[src/sv/deq_pkg.sv]
// Shared types, constants and an index helper for the double-ended queue.
// No dependencies; the queue top, the sequencer and the bench import this package.
package deq_pkg;

    localparam int DEPTH  = 16;
    localparam int IDX_W  = (DEPTH > 1) ? $clog2(DEPTH) : 1;
    localparam int CNT_W  = $clog2(DEPTH + 1);
    localparam int DATA_W = 32;
    localparam int OP_W   = 3;
    localparam int STAT_W = 2;

    localparam logic [IDX_W:0]   DEPTH_EXT = (IDX_W + 1)'(DEPTH);
    localparam logic [IDX_W-1:0] LAST_IDX  = IDX_W'(DEPTH - 1);
    localparam logic [CNT_W-1:0] CNT_FULL  = CNT_W'(DEPTH);

    typedef enum logic [OP_W-1:0] {
        OP_PUSH_FRONT = 3'd0,
        OP_PUSH_BACK  = 3'd1,
        OP_POP_FRONT  = 3'd2,
        OP_POP_BACK   = 3'd3,
        OP_DUMP_FWD   = 3'd4,
        OP_DUMP_REV   = 3'd5
    } op_t;

    typedef enum logic [STAT_W-1:0] {
        STAT_OK    = 2'd0,
        STAT_EMPTY = 2'd1,
        STAT_FULL  = 2'd2
    } status_t;

    typedef struct packed {
        logic              wr_en;
        logic [IDX_W-1:0]  wr_addr;
        logic [DATA_W-1:0] wr_data;
        logic              rd_en;
        logic [IDX_W-1:0]  rd_addr;
    } ram_req_t;

    typedef struct packed {
        logic    fire;
        status_t status;
        logic    use_rdata;
        logic    last;
    } result_t;

    // Sum of two slot indexes, folded back into 0..DEPTH-1.
    function automatic logic [IDX_W-1:0] wrap_idx(input logic [IDX_W:0] sum);
        logic [IDX_W:0] adj;
        begin
            adj = sum;
            if (sum >= DEPTH_EXT)
            begin
                adj = sum - DEPTH_EXT;
            end
            return adj[IDX_W-1:0];
        end
    endfunction

endpackage

[src/sv/double_ended_queue.sv]
// Top level of the bounded double-ended queue: sequencer, slot RAM and the
// output register. Depends on deq_pkg, deq_ctrl and deq_ram.
//
//  channel   direction  handshake          payload
//  s_*       in         s_tvalid/s_tready  s_tuser = opcode, s_tdata = value
//  m_*       out        m_tvalid/m_tready  m_tuser = status, m_tdata = data, m_tlast
//
// A push, a pop or an empty dump is accepted in IDLE and passes through EMIT into
// the output register; the next request is taken once the sequencer is back in IDLE.
// A dump of N entries emits one result per cycle while the output register has
// room, paced by the single RAM read port. A full output register stalls the
// sequencer. Reset clears head and count; slot contents are not cleared.
module double_ended_queue
    import deq_pkg::*;
(
    input  logic              clk,
    input  logic              rst_n,
    input  logic              s_tvalid,
    output logic              s_tready,
    input  logic [DATA_W-1:0] s_tdata,   // [31:0] value
    input  logic [OP_W-1:0]   s_tuser,   // [2:0] opcode
    output logic              m_tvalid,
    input  logic              m_tready,
    output logic [DATA_W-1:0] m_tdata,   // [31:0] data
    output logic [STAT_W-1:0] m_tuser,   // [1:0] status
    output logic              m_tlast
);

    ram_req_t          ram_req;
    result_t           result;
    logic [DATA_W-1:0] rd_data;
    logic              out_free;

    logic              m_tvalid_reg, m_tvalid_next;
    logic [DATA_W-1:0] m_tdata_reg, m_tdata_next;
    logic [STAT_W-1:0] m_tuser_reg, m_tuser_next;
    logic              m_tlast_reg, m_tlast_next;

    assign out_free = !m_tvalid_reg || m_tready;

    deq_ctrl u_ctrl (
        .clk      (clk),
        .rst_n    (rst_n),
        .in_valid (s_tvalid),
        .in_ready (s_tready),
        .opcode   (s_tuser),
        .value    (s_tdata),
        .out_free (out_free),
        .ram_req  (ram_req),
        .result   (result)
    );

    deq_ram #(
        .WIDTH (DATA_W),
        .DEPTH (DEPTH)
    ) u_slots (
        .clk     (clk),
        .wr_en   (ram_req.wr_en),
        .wr_addr (ram_req.wr_addr),
        .wr_data (ram_req.wr_data),
        .rd_en   (ram_req.rd_en),
        .rd_addr (ram_req.rd_addr),
        .rd_data (rd_data)
    );

    always_comb
    begin
        m_tvalid_next = m_tvalid_reg;
        m_tdata_next  = m_tdata_reg;
        m_tuser_next  = m_tuser_reg;
        m_tlast_next  = m_tlast_reg;
        if (result.fire)
        begin
            m_tvalid_next = 1'b1;
            m_tdata_next  = result.use_rdata ? rd_data : '0;
            m_tuser_next  = result.status;
            m_tlast_next  = result.last;
        end
        else if (m_tready)
        begin
            m_tvalid_next = 1'b0;
        end
    end

    always_ff @(posedge clk or negedge rst_n)
    begin
        if (!rst_n)
        begin
            m_tvalid_reg <= 1'b0;
        end
        else
        begin
            m_tvalid_reg <= m_tvalid_next;
        end
    end

    always_ff @(posedge clk)
    begin
        m_tdata_reg <= m_tdata_next;
        m_tuser_reg <= m_tuser_next;
        m_tlast_reg <= m_tlast_next;
    end

    assign m_tvalid = m_tvalid_reg;
    assign m_tdata  = m_tdata_reg;
    assign m_tuser  = m_tuser_reg;
    assign m_tlast  = m_tlast_reg;

endmodule

[src/sv/deq_ram.sv]
// Generic single-write, single-read synchronous RAM with registered read data.
// No dependencies.
module deq_ram #(
    parameter int WIDTH = 32,
    parameter int DEPTH = 16
) (
    input  logic                     clk,
    input  logic                     wr_en,
    input  logic [$clog2(DEPTH)-1:0] wr_addr,
    input  logic [WIDTH-1:0]         wr_data,
    input  logic                     rd_en,
    input  logic [$clog2(DEPTH)-1:0] rd_addr,
    output logic [WIDTH-1:0]         rd_data
);

    logic [WIDTH-1:0] mem [DEPTH];

    always_ff @(posedge clk)
    begin
        if (wr_en)
        begin
            mem[wr_addr] <= wr_data;
        end
        if (rd_en)
        begin
            rd_data <= mem[rd_addr];
        end
    end

endmodule

[src/sv/deq_ctrl.sv]
// Request sequencer: decodes operations, keeps head and count, drives the
// slot RAM and walks dumps. Depends on deq_pkg.
module deq_ctrl
    import deq_pkg::*;
(
    input  logic              clk,
    input  logic              rst_n,
    input  logic              in_valid,
    output logic              in_ready,
    input  logic [OP_W-1:0]   opcode,
    input  logic [DATA_W-1:0] value,
    input  logic              out_free,
    output ram_req_t          ram_req,
    output result_t           result
);

    typedef enum logic [1:0] {
        ST_IDLE = 2'b01,
        ST_EMIT = 2'b10
    } state_t;

    state_t            state_reg, state_next;
    logic [IDX_W-1:0]  head_reg, head_next;
    logic [CNT_W-1:0]  count_reg, count_next;
    status_t           status_reg, status_next;
    logic              last_reg, last_next;
    logic              use_rdata_reg, use_rdata_next;
    logic              dump_reg, dump_next;
    logic              rev_reg, rev_next;
    logic [IDX_W-1:0]  idx_reg, idx_next;

    logic              accept;
    logic              full;
    logic              empty;
    logic [CNT_W-1:0]  cnt_m1;
    logic [IDX_W-1:0]  tail_off;
    logic [IDX_W-1:0]  step_idx;
    logic [IDX_W-1:0]  step_off;

    assign in_ready = (state_reg == ST_IDLE);
    assign accept   = in_valid && in_ready;
    assign full     = (count_reg == CNT_FULL);
    assign empty    = (count_reg == '0);
    assign cnt_m1   = count_reg - CNT_W'(1);
    assign tail_off = cnt_m1[IDX_W-1:0];
    assign step_idx = idx_reg + IDX_W'(1);
    assign step_off = rev_reg ? (tail_off - step_idx) : step_idx;

    always_comb
    begin
        state_next     = state_reg;
        head_next      = head_reg;
        count_next     = count_reg;
        status_next    = status_reg;
        last_next      = last_reg;
        use_rdata_next = use_rdata_reg;
        dump_next      = dump_reg;
        rev_next       = rev_reg;
        idx_next       = idx_reg;
        ram_req        = '0;
        ram_req.wr_data = value;
        result.fire      = 1'b0;
        result.status    = status_reg;
        result.use_rdata = use_rdata_reg;
        result.last      = last_reg;

        unique case (state_reg)
            ST_IDLE:
            begin
                if (accept)
                begin
                    status_next    = STAT_OK;
                    last_next      = 1'b1;
                    use_rdata_next = 1'b0;
                    dump_next      = 1'b0;
                    unique case (opcode)
                        OP_PUSH_FRONT, OP_PUSH_BACK:
                        begin
                            state_next = ST_EMIT;
                            if (full)
                            begin
                                status_next = STAT_FULL;
                            end
                            else
                            begin
                                ram_req.wr_en = 1'b1;
                                count_next    = count_reg + CNT_W'(1);
                                if (opcode == OP_PUSH_FRONT)
                                begin
                                    head_next = (head_reg == '0) ? LAST_IDX
                                                                 : head_reg - IDX_W'(1);
                                    ram_req.wr_addr = head_next;
                                end
                                else
                                begin
                                    ram_req.wr_addr =
                                        wrap_idx({1'b0, head_reg} + {1'b0, count_reg[IDX_W-1:0]});
                                end
                            end
                        end
                        OP_POP_FRONT, OP_POP_BACK:
                        begin
                            state_next = ST_EMIT;
                            if (empty)
                            begin
                                status_next = STAT_EMPTY;
                            end
                            else
                            begin
                                ram_req.rd_en  = 1'b1;
                                use_rdata_next = 1'b1;
                                count_next     = cnt_m1;
                                if (opcode == OP_POP_FRONT)
                                begin
                                    ram_req.rd_addr = head_reg;
                                    head_next = wrap_idx({1'b0, head_reg} + (IDX_W + 1)'(1));
                                end
                                else
                                begin
                                    ram_req.rd_addr =
                                        wrap_idx({1'b0, head_reg} + {1'b0, tail_off});
                                end
                            end
                        end
                        OP_DUMP_FWD, OP_DUMP_REV:
                        begin
                            state_next = ST_EMIT;
                            if (empty)
                            begin
                                status_next = STAT_EMPTY;
                            end
                            else
                            begin
                                rev_next        = (opcode == OP_DUMP_REV);
                                dump_next       = 1'b1;
                                idx_next        = '0;
                                use_rdata_next  = 1'b1;
                                last_next       = (count_reg == CNT_W'(1));
                                ram_req.rd_en   = 1'b1;
                                ram_req.rd_addr = (opcode == OP_DUMP_REV)
                                    ? wrap_idx({1'b0, head_reg} + {1'b0, tail_off})
                                    : head_reg;
                            end
                        end
                        default:
                        begin
                            // unknown operation: drop the request
                            state_next = ST_IDLE;
                        end
                    endcase
                end
            end
            ST_EMIT:
            begin
                if (out_free)
                begin
                    result.fire = 1'b1;
                    if (dump_reg && !last_reg)
                    begin
                        // advance the walk and fetch the next slot
                        idx_next        = step_idx;
                        last_next       = ((CNT_W'(step_idx) + CNT_W'(1)) == count_reg);
                        ram_req.rd_en   = 1'b1;
                        ram_req.rd_addr = wrap_idx({1'b0, head_reg} + {1'b0, step_off});
                    end
                    else
                    begin
                        state_next = ST_IDLE;
                    end
                end
            end
            default:
            begin
                state_next = ST_IDLE;
            end
        endcase
    end

    always_ff @(posedge clk or negedge rst_n)
    begin
        if (!rst_n)
        begin
            state_reg <= ST_IDLE;
            head_reg  <= '0;
            count_reg <= '0;
        end
        else
        begin
            state_reg <= state_next;
            head_reg  <= head_next;
            count_reg <= count_next;
        end
    end

    always_ff @(posedge clk)
    begin
        status_reg    <= status_next;
        last_reg      <= last_next;
        use_rdata_reg <= use_rdata_next;
        dump_reg      <= dump_next;
        rev_reg       <= rev_next;
        idx_reg       <= idx_next;
    end

endmodule

[config.mk]
export PLATFORM = sky130hd
export DESIGN_NAME = double_ended_queue
export DESIGN_NICKNAME = d
export VERILOG_FILES = /design/src/sv/deq_pkg.sv /design/src/sv/double_ended_queue.sv /design/src/sv/deq_ram.sv /design/src/sv/deq_ctrl.sv
export SDC_FILE = /design/constraint.sdc
export NUM_CORES = 1
export LEC_CHECK = 0
export BUFFER_PORTS_ARGS = -buffer_cell sky130_fd_sc_hd__buf_2
export CORE_MARGIN = 2
export CORE_UTILIZATION = 55
export CTS_CLUSTER_DIAMETER = 80
export DETAILED_ROUTE_END_ITERATION = 12
export PLACE_DENSITY_LB_ADDON = 0.05
export SKIP_LAST_GASP = 1
export SYNTH_ARGS = -nofsm -noshare
export SYNTH_HDL_FRONTEND = slang
export SYNTH_SLANG_ARGS = --single-unit
[constraint.sdc]
create_clock -name clk -period 4.2 [get_ports clk]
set_clock_uncertainty 0.2 [all_clocks]
set_input_delay 0.21 -clock clk [delete_from_list [all_inputs] [get_ports clk]]
set_output_delay 0.21 -clock clk [all_outputs]
set_load 0.03 [all_outputs]
== Word-level counts from Yosys, hierarchy flattened ==
Memories as Yosys holds them, arrays and structs flattened. A register that Yosys moved wholly into a read port is not among the register bits.
Index checks and enable logic that the tools add are counted.

* Register bits: 57
* Memory bits (writable): 512
* Output and inout bits: 37
* Logic and storage cells: 131
* Memories kept: 1

* Add/sub/neg operators: 14
* $lt $le $gt $ge: 4
* Equal/unequal tests: 20
* Muxes and demuxes: 55
* Bitwise operators: 1
* Reduce and logical (&&, ||, !) cells: 23

{| class="wikitable"
|+ Memories
! name !! words !! bits a word !! read ports !! clocked after memory_dff !! write ports !! line !! source
|-
| u_slots.mem || 16 || 32 || 1 || 1 || 1 || deq_ram.sv:16 || <nowiki>logic [WIDTH-1:0] mem [DEPTH];</nowiki>
|}

{| class="wikitable"
|+ Operators by type and width
! cell !! number
|-
| 2-to-1 mux 4 bit || 18
|-
| 2-to-1 mux 5 bit || 11
|-
| one-hot mux 5 bit (2 select lines) || 3
|-
| greater-or-equal comparator 5 bit, second input constant || 4
|-
| subtractor 4 x 1 -> 4 bit, second input constant || 5
|-
| one-hot mux 4 bit (2 select lines) || 2
|-
| adder 4 x 4 -> 5 bit || 3
|-
| inequality test 2 bit, second input constant || 7
|-
| 2-to-1 mux 1 bit || 13
|-
| adder 4 x 1 -> 5 bit, second input constant || 2
|-
| 2-to-1 mux 2 bit || 5
|-
| one-hot mux 2 bit (2 select lines) || 2
|-
| AND reduction 4 bit || 2
|-
| AND reduction 7 bit || 1
|-
| == test 3 x 2 -> 1 bit, second input constant || 2
|-
| == test 3 bit, second input constant || 2
|-
| inequality test 2 x 1 -> 1 bit, second input constant || 3
|-
| AND reduction 6 bit || 1
|-
| nonzero test 2 bit || 3
|-
| OR reduction 2 bit || 3
|-
| OR reduction 6 bit || 1
|-
| adder 5 x 1 -> 5 bit, second input constant || 1
|-
| == test 5 x 1 -> 1 bit, second input constant || 1
|-
| == test 5 bit || 1
|-
| 19 further kinds || 21
|}

== Depth between registers and ports, before layout ==
* Depth in word-level cells: 10
* Mapped depth: 17

== By module ==
Synthesis repeated with hierarchy kept, for this count alone.

* Cell total of the unflattened synthesis: 1180
* Area, all modules: 23926.7 sq um

{| class="wikitable"
|+ By module, submodules not included
! module !! times used !! cells an instance !! area an instance (sq um) !! seq. area each (sq um)
|-
| deq_ram || 1 || 838 || 20174.3 || 16335.7
|-
| deq_ctrl || 1 || 269 || 2408.6 || 576.8
|-
| double_ended_queue || 1 || 73 || 1343.8 || 1076.0
|}

== Worst setup path before layout ==
Ideal clock, no wire load.

* Path type: reg2reg
* Start point: reg u_ctrl.count_reg[0]
* End point: mem u_slots.mem[0][0] (enable)
* Library setup time: 461 ps
* Arrival time: 3893 ps
* Required time: 3539 ps
* Setup slack: -354 ps
* Cell stages (with the launch flop): 6
* Path buffers: 0
* Cells stage by stage: dfrtp_1 ha_1 fa_1 o21ai_0 a21oi_1 nor3_1

* Word-level cells in the longest chain between the ends: 8
* Elaborated cells on any way between the ends: 12
* Classes of those cells: 2 x add/sub; 1 x order compare; 1 x eq/ne; 8 x mux

{| class="wikitable"
|+ RTL lines
! what !! line !! source
|-
| start, declared || deq_ctrl.sv:24 || <nowiki>logic [CNT_W-1:0] count_reg, count_next;</nowiki>
|-
| start signal, assigned || deq_ctrl.sv:191 || <nowiki>count_reg <= count_next;</nowiki>
|-
| adder 4 x 4 -> 5 bit || deq_ctrl.sv:97 || <nowiki>wrap_idx({1'b0, head_reg} + {1'b0, count_reg[IDX_W-1:0]});</nowiki>
|-
| subtractor 4 x 1 -> 4 bit / greater-or-equal comparator 5 bit (equally long branches) || deq_pkg.sv:53, deq_pkg.sv:51 ||
|-
| 2-to-1 mux 4 bit || deq_pkg.sv:51 || <nowiki>if (sum >= DEPTH_EXT)</nowiki>
|-
| 2-to-1 mux 4 bit || deq_ctrl.sv:88 || <nowiki>if (opcode == OP_PUSH_FRONT)</nowiki>
|-
| 2-to-1 mux 5 bit * || deq_ctrl.sv:80 || <nowiki>if (full)</nowiki>
|-
| 2-to-1 mux 5 bit * || deq_ctrl.sv:76 || <nowiki>unique case (opcode)</nowiki>
|-
| 2-to-1 mux 5 bit * || deq_ctrl.sv:70 || <nowiki>if (accept)</nowiki>
|-
| 2-to-1 mux 5 bit * || deq_ctrl.sv:67 || <nowiki>unique case (state_reg)</nowiki>
|-
| end, declared || deq_ram.sv:16 ||
|}

Mark *: on every way between the ends. The rest lies on a longest branch, timed or not.

== Final worst setup path ==
* Start point: reg u_ctrl.idx_reg[0]
* End point: reg u_slots.rd_data[5], read port of u_slots.mem, data pin

* Word-level cells in the longest chain between the ends: 9
* Elaborated cells on any way between the ends: 10
* Classes of those cells: 4 x add/sub; 1 x order compare; 5 x mux

{| class="wikitable"
|+ RTL lines
! what !! line !! source
|-
| start, declared || deq_ctrl.sv:30 || <nowiki>logic [IDX_W-1:0] idx_reg, idx_next;</nowiki>
|-
| start signal, assigned || deq_ctrl.sv:202 || <nowiki>idx_reg <= idx_next;</nowiki>
|-
| adder 4 x 1 -> 4 bit * || deq_ctrl.sv:46 || <nowiki>assign step_idx = idx_reg + IDX_W'(1);</nowiki>
|-
| via u_ctrl.step_idx[0] || deq_ctrl.sv:37 || <nowiki>logic [IDX_W-1:0] step_idx;</nowiki>
|-
| subtractor 4 bit || deq_ctrl.sv:47 || <nowiki>assign step_off = rev_reg ? (tail_off - step_idx) : step_idx;</nowiki>
|-
| 2-to-1 mux 4 bit * || deq_ctrl.sv:47 ||
|-
| adder 4 x 4 -> 5 bit * || deq_ctrl.sv:164 || <nowiki>ram_req.rd_addr = wrap_idx({1'b0, head_reg} + {1'b0, step_off});</nowiki>
|-
| subtractor 4 x 1 -> 4 bit / greater-or-equal comparator 5 bit (equally long branches) || deq_pkg.sv:53, deq_pkg.sv:51 ||
|-
| 2-to-1 mux 4 bit * || deq_pkg.sv:51 ||
|-
| 2-to-1 mux 5 bit * || deq_ctrl.sv:158 || <nowiki>if (dump_reg && !last_reg)</nowiki>
|-
| 2-to-1 mux 5 bit * || deq_ctrl.sv:155 || <nowiki>if (out_free)</nowiki>
|-
| one-hot mux 5 bit (2 select lines) * || deq_ctrl.sv:67 ||
|-
| end, declared || deq_ram.sv:13 || <nowiki>output logic [WIDTH-1:0] rd_data</nowiki>
|}

Mark *: on every way through the listed nets, which the timed path passes. The rest lies on a longest branch.
A chain may end at the register's enable or synchronous reset.

==> reports/results.ini <==
[timing]
fmax_mhz = 249
rsz0062_at_grt = no
tightest_slew_ns = 0.725
fin_setup_tns_ns = 0
setup_viol = 0
slew_headroom = 0.517
min_period_ns = 4.01
fin_ws_ns = 0.189
period_share = 0.955
holdWs_ns = 0.236
hold_violations = 0
drv_slew = 0

[flow_run]
cap_violations = 0

[floorplan]
start_util = 0.554
die_area_mm2 = 0.0460
fp-row-count = 77
core_area_mm2 = 0.0439
die_width_um = 214
io_pins = 76
die_y_um = 214

[clock_tree]
htree_levels = 2
clockBufferDepth = 3
clkTransAtPathRegs_ns = 0.06
clk-insertion-delay-late_ns = 0.62
root_buffer = clkbuf_16
tritoncts = yes
cts_buffers = 59
cts_sinks = 601

[yosys]
synthDistinctLibCells = 62
synth_area_leaders = edfxtp_1, a21oi_1, nand2_1
synth_cells = 1717
ys.warnings.count = 0
ys.flop_type = edfxtp_1
syn_avg_cell_area_um2 = 14.2
syn-cell-area_mm2 = 0.0244
yosysSeqAreaShare = 0.738
syn_nets = 1783
async_flop_share = 0.0200
synth_area_leader_cell = edfxtp_1
synth_top_area_share = 0.726
synth_edf_count = 589
ys_ff_latch = 601

[placed_design]
gp_congestion = 0.819
dpl.hpwl_um = 32000
numPortBuffers = 75
place_ws_ns = 0.0992

[global_route]
antenna_found_initial = 1
grt.total_usage = 0.264
grt_pass1_vias = 15300
grt_start_max_net_pins = 69
grt-ovfl-total = 0
grt_first_pass_wirelength_um = 91700

[final_layout]
multiInputGateArea_mm2 = 0.00588
syn_to_final_growth_pct = 16.4
drive_above_1_share = 0.143
final_cell_mix = edfxtp_1, a21oi_1, nand2_1, buf_2, a22oi_1
nFillCells = 3289
final_common_cell = edfxtp_1
nNetsFinal = 1925
final_util = 0.645
register_area_mm2 = 0.0180
largest_register_ffs = 512

[setup_path]
cpPeakStageDelay_ns = 0.50
crit_arrival_ns = 4.28
criticalPathCategory = flop to flop
start_kind = flop
cp_max_fo = 9
critPathCaptureType = flop
worstPathRequired_ns = 4.47
slowest_stage = fa_1
cp_cell_sequence = inv_1 -> ha_4 -> inv_2 -> fa_1 -> nand2_1 -> o21a_1 -> inv_1 -> fa_1 -> nor2_2 -> a32oi_4 -> buf_12 -> buf_4 -> a21oi_1 -> a221oi_1 -> a211oi_2 -> a21oi_2

[route]
vias = 15200
avgViaCountPerCell = 6.11
drt-wirelength-per-cell_um = 24.3
totalWireLength_um = 60500
drc = 0
first_pass_iters = 5
drt_iter0_markers = 1398
drtAntennaViolNets = 0

[status]
status = completed

[worst_hold_path]
hold_path.class = flop to flop

[pwr]
power_density_mw_per_mm2 = 619
max-vdd-ir-drop_uv = 409
leakage_nw = 10.1

-- Yosys cell counts, types with 2 or more instances --
cell / count
edfxtp_1: 589
a21oi_1: 336
nand2_1: 278
a22oi_1: 65
a221oi_1: 64
buf_2: 42
clkbuf_1: 40
and2_1: 38
a211oi_1: 29
nor2_1: 26
ha_1: 23
inv_1: 19
buf_6: 16
xnor2_1: 12
buf_1: 11
dfrtp_1: 11
nand3_1: 11
xor2_1: 10
nor2b_1: 9
o21ai_0: 7
nand4_1: 5
a21o_1: 4
fa_1: 4
mux2i_1: 4
nand2b_1: 4
nor3_1: 4
a211oi_2: 3
a21oi_2: 3
and3_1: 3
buf_8: 3
nand3b_1: 3
o211ai_1: 3
o22ai_1: 3
o31ai_1: 3
a22o_1: 2
buf_4: 2
o211a_1: 2
or4_1: 2
-- cell type report --
class	instances	share of cell area
repair buffers	196	0.0672
inverters	19	0.00252
flip-flops and latches	601	0.635
multi-input cells	982	0.207
clock inverters	23	0.00596
well taps	592	0.0261
clock buffers	78	0.0561
diodes	1	0.0000883
-- final timing paths --
kind / slack [ns] / start / end / cells after the start
min in group asynchronous: 0.42 / rst_n / u_ctrl.state_reg[0]$_DFFE_PN1P_ / 3
max: 0.19 / u_ctrl.idx_reg[0]$_SDFFCE_PN0P_ / u_slots.rd_data[5]$_DFFE_PP_ / 16
min: 0.24 / u_ctrl.status_reg[1]$_DFFE_PP_ / m_tuser[1]$_DFFE_PP_ / 0
max in group asynchronous: 2.43 / rst_n / u_ctrl.count_reg[2]$_DFFE_PN0P_ / 4
max reg2reg: 0.19 / u_ctrl.idx_reg[0]$_SDFFCE_PN0P_ / u_slots.rd_data[5]$_DFFE_PP_ / 16
min reg2reg: 0.24 / u_ctrl.status_reg[1]$_DFFE_PP_ / m_tuser[1]$_DFFE_PP_ / 0
-- routing by layer --
metal  vias to the layer above  wire length (um)  part of all wire  GRT usage
met4                         0              1340             0.022     0.0815
met1                      7683             25600              0.42      0.365
li1                       6853                 -                 -          -
met2                       596             29200              0.48      0.436
met3                        96              4310             0.071     0.0423
met5                         -                 0                 0          0
-- logic make-up (layout without fill, tap and decap cells) --
family,count (synthesis),after routing,synth area share
flip-flops,601,601,0.738
adder cells (fa/ha/maj),27,27,0.0151
multiplexers,5,5,0.00211
AND/OR/NAND/NOR,389,389,0.0693
buffers and inverters,134,316,0.0301
XOR/XNOR,23,23,0.00883
AO/OA/AOI/OAI,538,538,0.136
other,0,1,0
-- through the flow --
stage / total power, mW / area [um^2] / std cells
finish: 17.6 / 28300 / 2492
global route: 18.4 / 28300 / 2492
CTS: 17.6 / 28300 / 2489
detailed placement: 12.6 / 26100 / 2345
global placement: 12.6 / 26100 / 2345
floorplan: 11.0 / 24400 / 1717
-- worst max-delay path: cells and delay by family, from the launching register on --
kind                     cells  cell delay [ns]
flip-flops                   1             0.45
AND/OR/NAND/NOR              2             0.14
buffers and inverters        5             0.72
AO/OA/AOI/OAI                6             1.17
adder cells (fa/ha/maj)      3             1.18
-- timing repair --
item / 4_1_cts / 5_1_grt
buffers inserted: 0 / 2
endpoints found under the hold margin: 536 / 0
hold buffers: 43 / 0
setup endpoints to repair: 0 / 28
resized for setup: 0 / 8
-- power breakdown --
part | internal [mW] | leakage (nW) | switching (mW)
Clock | 2.76 | 0.859 | 2.14
Sequential | 7.16 | 5.46 | 0.220
Combinational | 2.00 | 3.81 | 3.28
Total | 11.9 | 10.1 | 5.64
Note: power is estimated with default switching activity, not from simulation.
